==> src/rtl/cfbl_pkg.sv <==
// Shared types and constants for the command frame builder with LRC checksums.
// Used by the front classifier, the job queue and the byte sequencer.
package cfbl_pkg;

   // Operation codes carried on the input selector.
   localparam logic OP_START = 1'b0;
   localparam logic OP_DATA  = 1'b1;

   // Frame magic bytes.
   localparam logic [7:0] MAGIC_HI = 8'h11;
   localparam logic [7:0] MAGIC_LO = 8'hEF;

   // Modulus of the LRC arithmetic (two's-complement negation mod 256).
   localparam logic [8:0] LRC_MOD = 9'h100;

   typedef enum logic [1:0] {
      JOB_HEADER,
      JOB_DATA,
      JOB_STRAY
   } job_kind_type;

   // One classified item, ready for the sequencer.
   typedef struct packed {
      job_kind_type kind;
      logic [15:0]  command;
      logic [15:0]  frame_length;
      logic [7:0]   data_byte;
      logic         close;   // the data LRC follows this job's bytes
      logic [7:0]   check;   // header LRC for a header, data LRC for a closing data item
   } job_type;

   function automatic logic [7:0] lrc_of(input logic [7:0] sum);
      logic [8:0] diff;
      diff = LRC_MOD - {1'b0, sum};
      return diff[7:0];
   endfunction

endpackage

==> src/rtl/command_frame_builder_lrc_core.sv <==
// Command frame builder with LRC checksums. A start item (req_tuser = 0) gives
// the nine-byte header 11 EF, command, two zero status bytes, length and header
// LRC, plus the data LRC at once when the length is zero; each data item
// (req_tuser = 1) gives its byte and, after the last payload byte, the data LRC
// with rsp_tlast set. A data item with no frame open gives one byte 00 with
// rsp_tuser set. Items are accepted one per cycle while the QUEUE_DEPTH-entry
// job queue has room; the output side emits one byte per cycle while rsp_tready
// allows, so a payload item gives one byte (two when it closes the frame) and a
// start nine or ten. That single output byte per cycle sets the sustained rate.
module command_frame_builder_lrc_core #(
   parameter int QUEUE_DEPTH = 2
) (
   input  logic        clock,
   input  logic        reset,
   input  logic        req_tvalid,
   output logic        req_tready,
   input  logic [39:0] req_tdata,   // command[15:0], frame_length[31:16], data_byte[39:32]
   input  logic        req_tuser,   // operation[0]
   output logic        rsp_tvalid,
   input  logic        rsp_tready,
   output logic [7:0]  rsp_tdata,   // out_byte[7:0]
   output logic        rsp_tlast,
   output logic        rsp_tuser    // stray_data[0]
);
   import cfbl_pkg::*;

   logic    push;
   logic    pop;
   logic    queue_full;
   logic    head_valid;
   job_type push_job;
   job_type head_job;

   cfbl_front u_front (
      .clock        (clock),
      .reset        (reset),
      .in_valid     (req_tvalid),
      .queue_full   (queue_full),
      .operation    (req_tuser),
      .command      (req_tdata[15:0]),
      .frame_length (req_tdata[31:16]),
      .data_byte    (req_tdata[39:32]),
      .in_ready     (req_tready),
      .push         (push),
      .job          (push_job)
   );

   cfbl_queue #(
      .DEPTH (QUEUE_DEPTH)
   ) u_queue (
      .clock      (clock),
      .reset      (reset),
      .push       (push),
      .push_job   (push_job),
      .pop        (pop),
      .full       (queue_full),
      .head_valid (head_valid),
      .head_job   (head_job)
   );

   cfbl_back u_back (
      .clock      (clock),
      .reset      (reset),
      .head_valid (head_valid),
      .head_job   (head_job),
      .pop        (pop),
      .out_valid  (rsp_tvalid),
      .out_ready  (rsp_tready),
      .out_byte   (rsp_tdata),
      .frame_end  (rsp_tlast),
      .stray_data (rsp_tuser)
   );

endmodule

==> src/rtl/cfbl_front.sv <==
// Front end of the command frame builder: accepts items, tracks the open frame
// and turns each item into a job for the sequencer. Depends on cfbl_pkg.
module cfbl_front (
   input  logic             clock,
   input  logic             reset,
   input  logic             in_valid,
   input  logic             queue_full,
   input  logic             operation,
   input  logic [15:0]      command,
   input  logic [15:0]      frame_length,
   input  logic [7:0]       data_byte,
   output logic             in_ready,
   output logic             push,
   output cfbl_pkg::job_type job
);
   import cfbl_pkg::*;

   logic        frame_open_ff, frame_open_in;
   logic [15:0] bytes_left_ff, bytes_left_in;
   logic [7:0]  payload_sum_ff, payload_sum_in;
   logic [7:0]  sum_plus;
   logic [7:0]  hdr_sum;

   assign in_ready = !queue_full;
   assign push     = in_valid && in_ready;

   assign sum_plus = payload_sum_ff + data_byte;
   assign hdr_sum  = command[15:8] + command[7:0] + frame_length[15:8] + frame_length[7:0];

   always_comb begin
      job.command      = command;
      job.frame_length = frame_length;
      job.data_byte    = data_byte;
      job.kind         = JOB_STRAY;
      job.close        = 1'b0;
      job.check        = 8'h00;
      frame_open_in    = frame_open_ff;
      bytes_left_in    = bytes_left_ff;
      payload_sum_in   = payload_sum_ff;
      if (operation == OP_START) begin
         job.kind       = JOB_HEADER;
         job.close      = (frame_length == 16'd0);
         job.check      = lrc_of(hdr_sum);
         frame_open_in  = (frame_length != 16'd0);
         bytes_left_in  = frame_length;
         payload_sum_in = 8'h00;
      end else if (frame_open_ff) begin
         job.kind      = JOB_DATA;
         job.close     = (bytes_left_ff == 16'd1);
         job.check     = lrc_of(sum_plus);
         bytes_left_in = bytes_left_ff - 16'd1;
         if (bytes_left_ff == 16'd1) begin
            frame_open_in  = 1'b0;
            payload_sum_in = 8'h00;
         end else begin
            payload_sum_in = sum_plus;
         end
      end
   end

   always_ff @(posedge clock) begin
      if (reset) begin
         frame_open_ff  <= 1'b0;
         bytes_left_ff  <= 16'd0;
         payload_sum_ff <= 8'h00;
      end else if (push) begin
         frame_open_ff  <= frame_open_in;
         bytes_left_ff  <= bytes_left_in;
         payload_sum_ff <= payload_sum_in;
      end
   end

`ifndef SYNTHESIS
   a_open_matches_count: assert property (@(posedge clock) disable iff (reset)
      frame_open_ff == (bytes_left_ff != 16'd0))
      else $error("frame open flag disagrees with remaining byte count");

   a_sum_clear_when_closed: assert property (@(posedge clock) disable iff (reset)
      !frame_open_ff |-> (payload_sum_ff == 8'h00))
      else $error("payload sum not cleared while no frame is open");
`endif

endmodule

==> src/rtl/cfbl_queue.sv <==
// Short job queue between the front end and the byte sequencer.
// Holds cfbl_pkg::job_type entries in first-in, first-out order.
module cfbl_queue #(
   parameter int DEPTH = 2
) (
   input  logic              clock,
   input  logic              reset,
   input  logic              push,
   input  cfbl_pkg::job_type push_job,
   input  logic              pop,
   output logic              full,
   output logic              head_valid,
   output cfbl_pkg::job_type head_job
);
   import cfbl_pkg::*;

   localparam int PTR_W = $clog2(DEPTH);
   localparam int CNT_W = $clog2(DEPTH + 1);

   job_type              entries_ff [DEPTH];
   logic [PTR_W-1:0]     wr_ptr_ff, wr_ptr_in;
   logic [PTR_W-1:0]     rd_ptr_ff, rd_ptr_in;
   logic [CNT_W-1:0]     count_ff, count_in;

   assign full       = (count_ff == CNT_W'(DEPTH));
   assign head_valid = (count_ff != '0);
   assign head_job   = entries_ff[rd_ptr_ff];

   always_comb begin
      wr_ptr_in = wr_ptr_ff;
      rd_ptr_in = rd_ptr_ff;
      count_in  = count_ff;
      if (push) begin
         wr_ptr_in = (wr_ptr_ff == PTR_W'(DEPTH - 1)) ? '0 : wr_ptr_ff + 1'b1;
      end
      if (pop) begin
         rd_ptr_in = (rd_ptr_ff == PTR_W'(DEPTH - 1)) ? '0 : rd_ptr_ff + 1'b1;
      end
      if (push && !pop) begin
         count_in = count_ff + 1'b1;
      end else if (pop && !push) begin
         count_in = count_ff - 1'b1;
      end
   end

   always_ff @(posedge clock) begin
      if (reset) begin
         wr_ptr_ff <= '0;
         rd_ptr_ff <= '0;
         count_ff  <= '0;
      end else begin
         wr_ptr_ff <= wr_ptr_in;
         rd_ptr_ff <= rd_ptr_in;
         count_ff  <= count_in;
      end
   end

   always_ff @(posedge clock) begin
      if (push) begin
         entries_ff[wr_ptr_ff] <= push_job;
      end
   end

`ifndef SYNTHESIS
   a_no_overflow: assert property (@(posedge clock) disable iff (reset)
      push |-> (!full || pop))
      else $error("job queue written while full");
`endif

endmodule

==> src/rtl/cfbl_back.sv <==
// Byte sequencer of the command frame builder (depends on cfbl_pkg): walks the
// queue head job, one byte per cycle unless stalled, into a registered output.
module cfbl_back (
   input  logic              clock,
   input  logic              reset,
   input  logic              head_valid,
   input  cfbl_pkg::job_type head_job,
   output logic              pop,
   output logic              out_valid,
   input  logic              out_ready,
   output logic [7:0]        out_byte,
   output logic              frame_end,
   output logic              stray_data
);
   import cfbl_pkg::*;

   localparam logic [3:0] STEP_MAGIC_HI = 4'd0;
   localparam logic [3:0] STEP_MAGIC_LO = 4'd1;
   localparam logic [3:0] STEP_CMD_HI   = 4'd2;
   localparam logic [3:0] STEP_CMD_LO   = 4'd3;
   localparam logic [3:0] STEP_STAT_HI  = 4'd4;
   localparam logic [3:0] STEP_STAT_LO  = 4'd5;
   localparam logic [3:0] STEP_LEN_HI   = 4'd6;
   localparam logic [3:0] STEP_LEN_LO   = 4'd7;
   localparam logic [3:0] STEP_HDR_LRC  = 4'd8;
   localparam logic [3:0] STEP_DATA_LRC = 4'd9;

   logic [3:0] step_ff, step_in;
   logic       out_valid_ff, out_valid_in;
   logic [7:0] out_byte_ff;
   logic       frame_end_ff;
   logic       stray_data_ff;
   logic       advance;
   logic       emit;
   logic       last;
   logic [7:0] byte_sel;
   logic       end_sel;

   assign advance = !out_valid_ff || out_ready;
   assign emit    = advance && head_valid;

   always_comb begin
      byte_sel = 8'h00;
      end_sel  = 1'b0;
      last     = 1'b1;
      case (head_job.kind)
         JOB_HEADER: begin
            case (step_ff)
               STEP_MAGIC_HI: byte_sel = MAGIC_HI;
               STEP_MAGIC_LO: byte_sel = MAGIC_LO;
               STEP_CMD_HI:   byte_sel = head_job.command[15:8];
               STEP_CMD_LO:   byte_sel = head_job.command[7:0];
               STEP_STAT_HI:  byte_sel = 8'h00;
               STEP_STAT_LO:  byte_sel = 8'h00;
               STEP_LEN_HI:   byte_sel = head_job.frame_length[15:8];
               STEP_LEN_LO:   byte_sel = head_job.frame_length[7:0];
               STEP_HDR_LRC:  byte_sel = head_job.check;
               STEP_DATA_LRC: begin
                  // An empty payload sums to zero, so its LRC is zero.
                  byte_sel = lrc_of(8'h00);
                  end_sel  = 1'b1;
               end
               default:       byte_sel = 8'h00;
            endcase
            last = (step_ff == STEP_DATA_LRC) ||
                   (step_ff == STEP_HDR_LRC && !head_job.close);
         end
         JOB_DATA: begin
            if (step_ff == STEP_MAGIC_HI) begin
               byte_sel = head_job.data_byte;
               last     = !head_job.close;
            end else begin
               byte_sel = head_job.check;
               end_sel  = 1'b1;
            end
         end
         JOB_STRAY: begin
            byte_sel = 8'h00;
         end
         default: begin
            byte_sel = 8'h00;
         end
      endcase
   end

   assign pop = emit && last;

   always_comb begin
      step_in      = step_ff;
      out_valid_in = out_valid_ff;
      if (emit) begin
         step_in      = last ? STEP_MAGIC_HI : step_ff + 4'd1;
         out_valid_in = 1'b1;
      end else if (out_ready) begin
         out_valid_in = 1'b0;
      end
   end

   always_ff @(posedge clock) begin
      if (reset) begin
         step_ff      <= STEP_MAGIC_HI;
         out_valid_ff <= 1'b0;
      end else begin
         step_ff      <= step_in;
         out_valid_ff <= out_valid_in;
      end
   end

   always_ff @(posedge clock) begin
      if (emit) begin
         out_byte_ff   <= byte_sel;
         frame_end_ff  <= end_sel;
         stray_data_ff <= (head_job.kind == JOB_STRAY);
      end
   end

   assign out_valid  = out_valid_ff;
   assign out_byte   = out_byte_ff;
   assign frame_end  = frame_end_ff;
   assign stray_data = stray_data_ff;

`ifndef SYNTHESIS
   a_step_in_range: assert property (@(posedge clock) disable iff (reset)
      step_ff <= STEP_DATA_LRC)
      else $error("sequencer step beyond the data LRC");

   a_step_needs_job: assert property (@(posedge clock) disable iff (reset)
      (step_ff != STEP_MAGIC_HI) |-> head_valid)
      else $error("sequencer mid-job with an empty queue");
`endif

endmodule

==> config.mk <==
export PLATFORM = sky130hd
export DESIGN_NAME = command_frame_builder_lrc_core
export DESIGN_NICKNAME = d
export VERILOG_FILES = /design/src/rtl/cfbl_pkg.sv /design/src/rtl/command_frame_builder_lrc_core.sv /design/src/rtl/cfbl_front.sv /design/src/rtl/cfbl_queue.sv /design/src/rtl/cfbl_back.sv
export SDC_FILE = /design/constraint.sdc
export NUM_CORES = 1
export LEC_CHECK = 0
export BUFFER_PORTS_ARGS = -buffer_cell sky130_fd_sc_hd__buf_2
export CAP_MARGIN = 20
export CORE_UTILIZATION = 50
export DETAILED_ROUTE_END_ITERATION = 6
export MAX_ROUTING_LAYER = met4
export PLACE_DENSITY = 0.68
export SYNTH_ARGS = -nofsm -noshare
export SYNTH_HDL_FRONTEND = slang
export SYNTH_SLANG_ARGS = --single-unit
==> constraint.sdc <==
create_clock -name clock -period 5.2 [get_ports clock]
set_clock_uncertainty 0.05 [all_clocks]
set_input_delay 1.04 -clock clock [delete_from_list [all_inputs] [get_ports clock]]
set_output_delay 1.04 -clock clock [all_outputs]
set_load 0.1 [all_outputs]
==> impl_metrics.toml, run 1 <==
[power]
switching_share = 0.371
clkPwrFrac = 0.278
switchingPower_mw = 1.55
power_density_mw_per_mm2 = 488
power.share.sequential = 0.393
p_leak_nw = 3.22
combPwrFrac = 0.329
p_int_mw = 2.63
ir_drop_mv = 0.356

[logic_synthesis]
ys_async_sr_fraction = 0
synth_area_leaders = "edfxtp_1 45%, dfxtp_1 9.3%, mux2i_1 4.5%"
ys_warn_count = 0
synth_fa_ha_area_frac = 0.0844
synth_cells = 657
synth_simple_gate_area_share = 0.107
synth_ff_type = "edfxtp_1"
synth_edf_count = 112
yosys-top-cells-count = "112 x edfxtp_1, 58 x nor2_1, 57 x inv_1, 35 x a21oi_1, 35 x dfxtp_1"
muxShareOfSynthArea = 0.0644
avgSynthCellArea_um2 = 11.5
synth_xor_area_frac = 0.0301
syn-num-nets = 744
post-synth-top-count-cell = "edfxtp_1"
synth-compound-area-share = 0.131
yosysTopAreaCell = "edfxtp_1"
synth-seq-cells = 147
synthDistinctLibCells = 63
yosys.area.top_type_share = 0.445
synthesis.area_mm2 = 0.00756
synth_top_family_by_area = "compound AO/OA/AOI/OAI gates"
seq_area_frac_synth = 0.538

[place]
gp_congestion = 0.846
portBuffers = 56
post-dp-hpwl_um = 12600

[critical_path]
cp.required_ns = 5.30
cp-end-kind = "register"
critPathLaunchType = "primary input"
critPathKind = "primary input to register"
crit_arrival_ns = 4.07
path_max_fanout = 5

[cts]
cts_tree = "built"
clk_latency_ns = 0.42
cts.htree.levels = 4
cts_hold_buf = 0
clockRootBuffer = "clkbuf_16"
clkTransAtPathRegs_ns = 0.06
post-cts-setup-buffer-count = 0
cts_made_buffers = 17
cts_resized = 0
cts_max_path_buffers = 2
clock-sinks = 147

[routing]
drt_iter0_drc = 466
drc = 2
ant_nets = 0
wl_per_cell_um = 19.6
viasPerCell = 5.90
top_layer = "met4"
dr.pass1.iters = 7
wl_met2_um = 8590
vias = 5336
route.met3.wl_um = 895
wl_met1_um = 8020
wl_um = 17800

[floorplan]
die_h_um = 125
dieArea_mm2 = 0.0156
pin_count = 57
dieWidth_um = 125
initial_core_util = 0.516
rows = 44
coreArea_mm2 = 0.0146

[sta]
clock.fmax_mhz = 252
drv_slew = 0
final-setup-viol-count = 0
worst_slew_pin_slew_ns = 1.02
fin_crit_sh = 0.763
final.min_clock_period_ns = 3.97
hold_viol = 0
rsz0062_at_grt = "no"
relSlewSlack = 0.320
fin_setup_tns_ns = 0

[global_routing]
overflow = 0
first_global_vias = 5324
grt_pass1_wl_um = 28400
grt_max_degree = 52
antenna_found_initial = 0
track_usage = 0.249

[cells_and_area]
drive_above_1_share = 0.158
fin_util = 0.584
area_growth_pct = 13.2
antenna_cells = 0
nNetsFinal = 795

[job]
drv_cap = 0

[hold_path]
holdCritPathClass = "register to register"

[run_status]
status = "complete, but fails checks"
violations = "design-rule violations"
flip-flops by register name, summed over array words and instances, names as in the netlist, named ones only:
signal / cells
u_queue.entries_ff: 102
u_back.step_ff: 4
u_queue.count_ff: 2
u_queue.wr_ptr_ff: 1
u_queue.rd_ptr_ff: 1
u_front.bytes_left_ff: 16
u_back.out_valid: 1
u_front.payload_sum_ff: 8
u_front.frame_open_ff: 1
u_back.frame_end: 1
u_back.out_byte: 8
u_back.stray_data: 1
routing by layer:
metal / global-route usage / up-vias
li1: - / 2534
met2: 0.401 / 182
met4: 0.0732 / 0
met1: 0.322 / 2594
met5: - / -
met3: 0.0496 / 26
metrics by stage:
stage          hold slack, ns  setup slack, ns  std cells  total power [mW]  area, µm²
2_1_floorplan           0.394            0.973        657              2.70       7560
3_3_place_gp            0.416            0.827        873              3.00       8000
3_5_place_dp            0.422            0.796        873              3.03       8000
4_1_cts                 0.431             1.23        905              4.18       8560
5_1_grt                 0.481             1.06        905              4.36       8560
6_report                0.436             1.23        905              4.17       8560
power groups by stage:
stage                     Combinational (mW)  Sequential [mW]  Clock [mW]
final                                   1.37             1.64        1.16
after global routing                    1.48             1.66        1.22
after CTS                               1.37             1.64        1.17
after detailed placement                1.36             1.66           0
after global placement                  1.35             1.65           0
after floorplan                        0.750             1.95           0
layout by cell type, fill, tap and decap left out, drive strengths merged, types with 18 or more instances in the layout:
master and count:
ha 27, dfxtp 35, edfxtp 112, nand2 33
o21ai 27, buf 62, a21oi 36, clkbuf 18
nor2 58, inv 61, mux2i 34
critical path, cell delays in order:
cell,delay (ns)
buf_2,0.15
inv_1,0.07
fa_1,0.50
inv_1,0.06
fa_1,0.44
fa_1,0.51
inv_1,0.04
ha_1,0.22
fa_1,0.40
a21o_1,0.19
a21oi_1,0.16
xor2_1,0.16
o22ai_1,0.11
final timing paths:
path	startpoint	endpoint	slack [ns]	depth (start not counted)
worst max register to register	register	u_queue.count_ff[1]	1.70	9
worst min-delay path	u_front.bytes_left_ff[11]	u_front.bytes_left_ff[11]	0.44	2
worst max-delay path	req_tdata[17]	u_queue.entries_ff[1][6]	1.23	13
worst min register to register	u_front.bytes_left_ff[11]	u_front.bytes_left_ff[11]	0.44	2
final cells by class:
class                           count  area, µm²
Sequential cell                   147       4070
Multi-Input combinational cell    422       3160
Fill cell                        1210       6090
Clock buffer                       18        429
Timing Repair Buffer               62        325
Tap cell                          184        230
Inverter                           58        218
Clock inverter                     14        130
cells by family (layout without fill, tap and decap cells):
family | count (synthesis) | after routing
xor+xnor | 26 | 26
fa+ha+maj | 42 | 42
compound gates | 149 | 149
flops | 147 | 147
simple gates | 164 | 164
buf+inv | 88 | 152
mux | 41 | 41
(Power assumes the default switching activity.)
==> run 2: changes to the inputs <==
- PLACE_DENSITY: 0.68 -> 0.71
- clock period: 5.2 -> 3.6 ns (I/O delays scaled with it)
==> impl_metrics.toml, run 2 (synthesized netlist as in run 1, its figures left out) <==
[job]
drv_cap = 0

[cts]
cts_tree = "built"
clk_latency_ns = 0.42
clockRootBuffer = "clkbuf_16"
cts_made_buffers = 17
cts_max_path_buffers = 2
clock-sinks = 147
clkTransAtPathRegs_ns = 0.06
cts.htree.levels = 4

[hold_path]
holdCritPathClass = "register to register"
holdPathStages = 2

[routing]
ant_nets = 0
wl_um = 18200
wl_per_cell_um = 19.5
vias = 5570
drt_iter0_drc = 651
viasPerCell = 5.98
drc = 6
dr.pass1.iters = 7

[floorplan]
dieArea_mm2 = 0.0156
initial_core_util = 0.516
pin_count = 57
rows = 44
dieWidth_um = 125
die_h_um = 125
coreArea_mm2 = 0.0146

[cells_and_area]
reg.largest.list = "u_queue.entries_ff x102, u_front.bytes_left_ff x16"
antenna_cells = 0
fin_cells = 931
layout_commonest_cell = "edfxtp_1"
largest_reg_flops = 102
drive_above_1_share = 0.197
top_register = "u_queue.entries_ff"
nNetsFinal = 821
area_growth_pct = 16.7
final_cell_mix = "112 x edfxtp_1, 57 x nor2_1, 56 x inv_1, 56 x buf_2"

[global_routing]
antenna_found_initial = 0
overflow = 0
grt_pass1_wl_um = 29100
first_global_vias = 5493
grt_max_degree = 42
track_usage = 0.254

[critical_path]
slowest_stage = "fa_2"
worst_r2r_path_depth = 11
cp.required_ns = 3.68
crit_cells = 13
critPathKind = "primary input to register"
cp_top_family = "adder cells"
crit_path_max_incr_delay_ns = 0.55
crit_chain = "buf_2 > inv_1 > fa_2 > inv_1 > fa_2 > fa_1 > inv_1 > ha_2 > fa_2 > a21o_1 > a21oi_2 > xor2_1 > o22ai_1"
crit_arrival_ns = 3.54
critPathLaunchType = "primary input"
path_max_fanout = 3
cp-end-kind = "register"
crit_buf_inv = 4

[sta]
fin_crit_sh = 0.958
relSlewSlack = 0.516
rsz0062_at_grt = "no"
clock.fmax_mhz = 290
final-setup-viol-count = 0
hold_viol = 0
drv_slew = 0
timing.hold.ws_ns = 0.444
fin_setup_tns_ns = 0
final.min_clock_period_ns = 3.45
worst_slew_pin_slew_ns = 0.726

[run_status]
status = "complete, but fails checks"
violations = "design-rule violations"

[power]
power_mw = 6.22
p_leak_nw = 3.37
power_density_mw_per_mm2 = 705
ir_drop_mv = 0.564

[place]
gp_congestion = 0.937
post-dp-hpwl_um = 13300
dp.cells = 899
portBuffers = 56
[run 2: cell types whose count changed in the layout (fill, tap and decap cells not counted), moves of 3 or more]
cell | previous run | this run
fa_1 | 15 | 12
buf_4 | 6 | 31
fa_2 | 0 | 3
clkinv_2 | 1 | 4
inv_6 | 4 | 0
clkbuf_8 | 0 | 4
[run 2: worst paths after layout]
path	endpoint	from	slack, ns
min reg2reg	register	u_queue.rd_ptr_ff	0.44
max reg2reg	u_queue.count_ff[1]	u_back.step_ff[0]	0.41
max	u_queue.entries_ff[1][6]	req_tdata[1]	0.15
min	register	u_queue.rd_ptr_ff	0.44
[run 2: power breakdown]
group	internal (mW)	leakage [nW]	total [mW]	switching [mW]
logic	0.687	1.74	2.09	1.41
registers	2.22	1.34	2.37	0.145
clock network	1.09	0.289	1.76	0.666
total	4.00	3.37	6.22	2.22
[run 2: area by class of cell]
| cell class | count | area (µm²) |
|---|---|---|
| Multi-Input combinational cell | 422 | 3180 |
| Clock inverter | 9 | 104 |
| Inverter | 58 | 218 |
| Clock buffer | 23 | 488 |
| Fill cell | 1153 | 5830 |
| Sequential cell | 147 | 4070 |
| Timing Repair Buffer | 88 | 533 |
| Tap cell | 184 | 230 |
[run 2: what timing repair did]
action / 4_1_cts / 5_1_grt
hold buffers: 0 / 0
setup endpoints to repair: 0 / 1
gates resized for setup: 0 / 2
setup buffers: 0 / 0
[run 2: stage by stage]
| stage | utilization | cell area (µm²) | setup WS, ns |
|---|---|---|---|
| floorplan | - | 7570 | 0.00643 |
| global placement | 0.561 | 8220 | -0.237 |
| detailed placement | 0.561 | 8220 | -0.304 |
| CTS | 0.602 | 8810 | 0.132 |
| global route | 0.602 | 8820 | 0.0248 |
| finish | 0.602 | 8820 | 0.150 |
[run 2: worst reg2reg max path, stage by stage (launching register included)]
cell	delay [ns]
dfxtp_1	0.43
inv_1	0.10
ha_1	0.27
nand3b_1	0.29
and3_1	0.28
o211ai_1	0.10
a221o_1	0.38
and2_1	0.25
inv_1	0.18
ha_1	0.29
or3_1	0.38
a21oi_1	0.14
[run 2: per-layer routing]
| layer | global-route usage | vias up | routed length [µm] |
|---|---|---|---|
| li1 | - | 2585 | - |
| met1 | 0.321 | 2733 | 7690 |
| met2 | 0.410 | 218 | 8880 |
| met3 | 0.0531 | 34 | 1170 |
| met4 | 0.0875 | 0 | 445 |
| met5 | - | - | 0 |
==> run 3: changes to the inputs <==
- CORE_UTILIZATION: 50 -> 37
- PLACE_DENSITY: 0.71 -> not set
- SYNTH_HIERARCHICAL: not set -> 1
==> impl_metrics.toml, run 3 <==
[critical_path]
regToRegSetupSlack_ns = 0.93
reg2reg_to = "u_queue/entries_ff[0][7]"
crit_path_max_incr_delay_ns = 0.57
critPathLaunchType = "primary input"
cp.required_ns = 3.70
path_max_fanout = 3
slowest_stage = "fa_2"
crit_buf_inv = 4
cp_top_family = "adder cells"
reg2reg_from = "u_front/payload_sum_ff[0]"
crit_arrival_ns = 3.54
crit_start = "req_tdata[1]"
crit_chain = "buf_2 > inv_1 > fa_2 > inv_1 > fa_2 > fa_1 > inv_1 > ha_2 > fa_2 > a21o_1 > a21oi_2 > xor2_1 > o22ai_1"
critPathKind = "primary input to register"
cp-end-kind = "register"
worst_r2r_path_depth = 8

[cts]
cts_max_path_buffers = 2
clk_latency_ns = 0.43
clock-sinks = 147
clkTransAtPathRegs_ns = 0.06
post-cts-setup-buffer-count = 0
cts_hold_buf = 0
clockRootBuffer = "clkbuf_16"
cts_made_buffers = 17
cts.htree.levels = 4
cts_tree = "built"

[sta]
final.min_clock_period_ns = 3.44
relSlewSlack = 0.407
clock.fmax_mhz = 290
fin_crit_sh = 0.957
final-setup-viol-count = 0
fin_setup_tns_ns = 0
rsz0062_at_grt = "no"
worst_slew_pin_slew_ns = 0.889
hold_viol = 0
drv_slew = 0

[cells_and_area]
fillers = 1985
largest_reg_flops = 102
nNetsFinal = 796
final_cell_mix = "112 x edfxtp_1, 56 x buf_2, 56 x inv_1"
seq_area_mm2 = 0.00407
layout_commonest_cell = "edfxtp_1"
antenna_cells = 0
area_growth_pct = 12.0
fin_cells = 996
fin_util = 0.423
reg.largest.list = "u_queue/entries_ff x102, u_front/bytes_left_ff x16"
fin_area_mm2 = 0.00891
multiInputGateArea_mm2 = 0.00327
drive_above_1_share = 0.268
top_register = "u_queue/entries_ff"

[place]
post-dp-hpwl_um = 13500
gp_congestion = 0.905
placed_cell_area_mm2 = 0.00835
portBuffers = 56
dp.cells = 965

[floorplan]
pin_count = 57
dieArea_mm2 = 0.0221
coreArea_mm2 = 0.0211
dieWidth_um = 149
rows = 53
initial_core_util = 0.377
die_h_um = 149

[hold_path]
holdPathStages = 2
hold_start = "u_front/bytes_left_ff[6]"
hold-path-endpoint = "u_front/bytes_left_ff[6]"
holdCritPathClass = "register to register"

[logic_synthesis]
synth_ff_type = "edfxtp_1"
ys_async_sr_fraction = 0
synthDistinctLibCells = 73
synthesis.area_mm2 = 0.00796
seq_area_frac_synth = 0.511
yosys.area.top_type_share = 0.423
ys_warn_count = 6
synth_area_leaders = "edfxtp_1 42%, dfxtp_1 8.8%, mux2_2 7.2%"
yosys-top-cells-count = "112 x edfxtp_1, 56 x inv_1, 51 x mux2_2, 43 x buf_4, 39 x nor2_1"
yosysTopAreaCell = "edfxtp_1"
syn-num-nets = 764
avgSynthCellArea_um2 = 11.8
synth-seq-cells = 147
synth_cells = 677
synth_edf_count = 112
post-synth-top-count-cell = "edfxtp_1"

[power]
power_mw = 6.39
ir_drop_mv = 0.350
power_density_mw_per_mm2 = 717
p_leak_nw = 3.46

[global_routing]
overflow = 0
first_global_vias = 5322
antenna_found_initial = 0
grt_max_degree = 52
grt_pass1_wl_um = 29000
track_usage = 0.180

[routing]
drc = 0
dr.pass1.iters = 5
wl_um = 18400
wl_per_cell_um = 18.4
ant_nets = 0
drt_iter0_drc = 375
vias = 5221
viasPerCell = 5.24

[run_status]
status = "complete, no violations"

[job]
drv_cap = 0
## run 3: changes by cell type in the layout (fill, tap and decap cells not counted), moves of 7 or more
cell,change
mux2i_1,-27
nor2_1,-18
mux2_2,+50
o221ai_1,-7
buf_4,-7
o21ai_0,-8
## run 3: where the power goes
group          internal, mW  switching, mW
Sequential             2.21          0.112
Combinational         0.848           1.55
Clock                 0.954          0.710
## run 3: worst max-delay path by stage
stage          slack (ns)                       end  cells after the start
2_1_floorplan       0.006  u_queue/entries_ff[0][6]                     12
3_3_place_gp        -0.23  u_queue/entries_ff[0][6]                     13
3_5_place_dp        -0.30  u_queue/entries_ff[0][6]                     13
4_1_cts              0.16  u_queue/entries_ff[1][6]                     13
5_1_grt              0.01  u_queue/entries_ff[0][6]                     13
6_report             0.16  u_queue/entries_ff[0][6]                     13
## run 3: area by class of cell
| type | instances | area share |
|---|---|---|
| Timing Repair Buffer | 80 | 0.0517 |
| Clock buffer | 17 | 0.0477 |
| Sequential cell | 147 | 0.456 |
| Clock inverter | 14 | 0.0147 |
| Multi-Input combinational cell | 405 | 0.367 |
| Inverter | 58 | 0.0244 |
| Tap cell | 275 | 0.0386 |
## run 3: cells by family (layout without fill, tap and decap cells)
family / after synthesis / count (layout) / share of synthesized area
AOI/OAI and AO/OA: 143 / 143 / 0.128
xor gates and xnor gates: 26 / 26 / 0.0286
adders and majority gates: 42 / 42 / 0.0802
buffers and inverters: 125 / 169 / 0.0817
DFF: 147 / 147 / 0.511
muxes: 58 / 58 / 0.0810
and+or+nand+nor: 136 / 136 / 0.0902
## run 3: worst reg2reg max path, delay by kind of cell (launching register included)
family,cells,cell delay (ns)
xor+xnor,1,0.26
simple gates,2,0.61
fa+ha+maj,2,0.62
compound gates,3,0.55
flops,1,0.31
## run 3: stage by stage
step / hold WS (ns) / worst slack (ns)
final: 0.427 / 0.156
after global routing: 0.436 / 0.0130
after CTS: 0.424 / 0.163
after detailed placement: 0.416 / -0.297
after global placement: 0.407 / -0.225
after floorplan: 0.394 / 0.00595
## run 3: what timing repair did
item | 4_1_cts | 5_1_grt
gates resized for setup | 0 | 1
setup endpoints to repair | 0 | 2
hold endpoints to repair | 0 | 0
## run 3: metal layers
metal  routed length [µm]  vias up  global-route usage
met5                    0        -                   -
met1                 7960     2545               0.215
met2                 9150      130               0.295
li1                     -     2510                   -
met4                  492        0              0.0778
met3                  744       36              0.0377
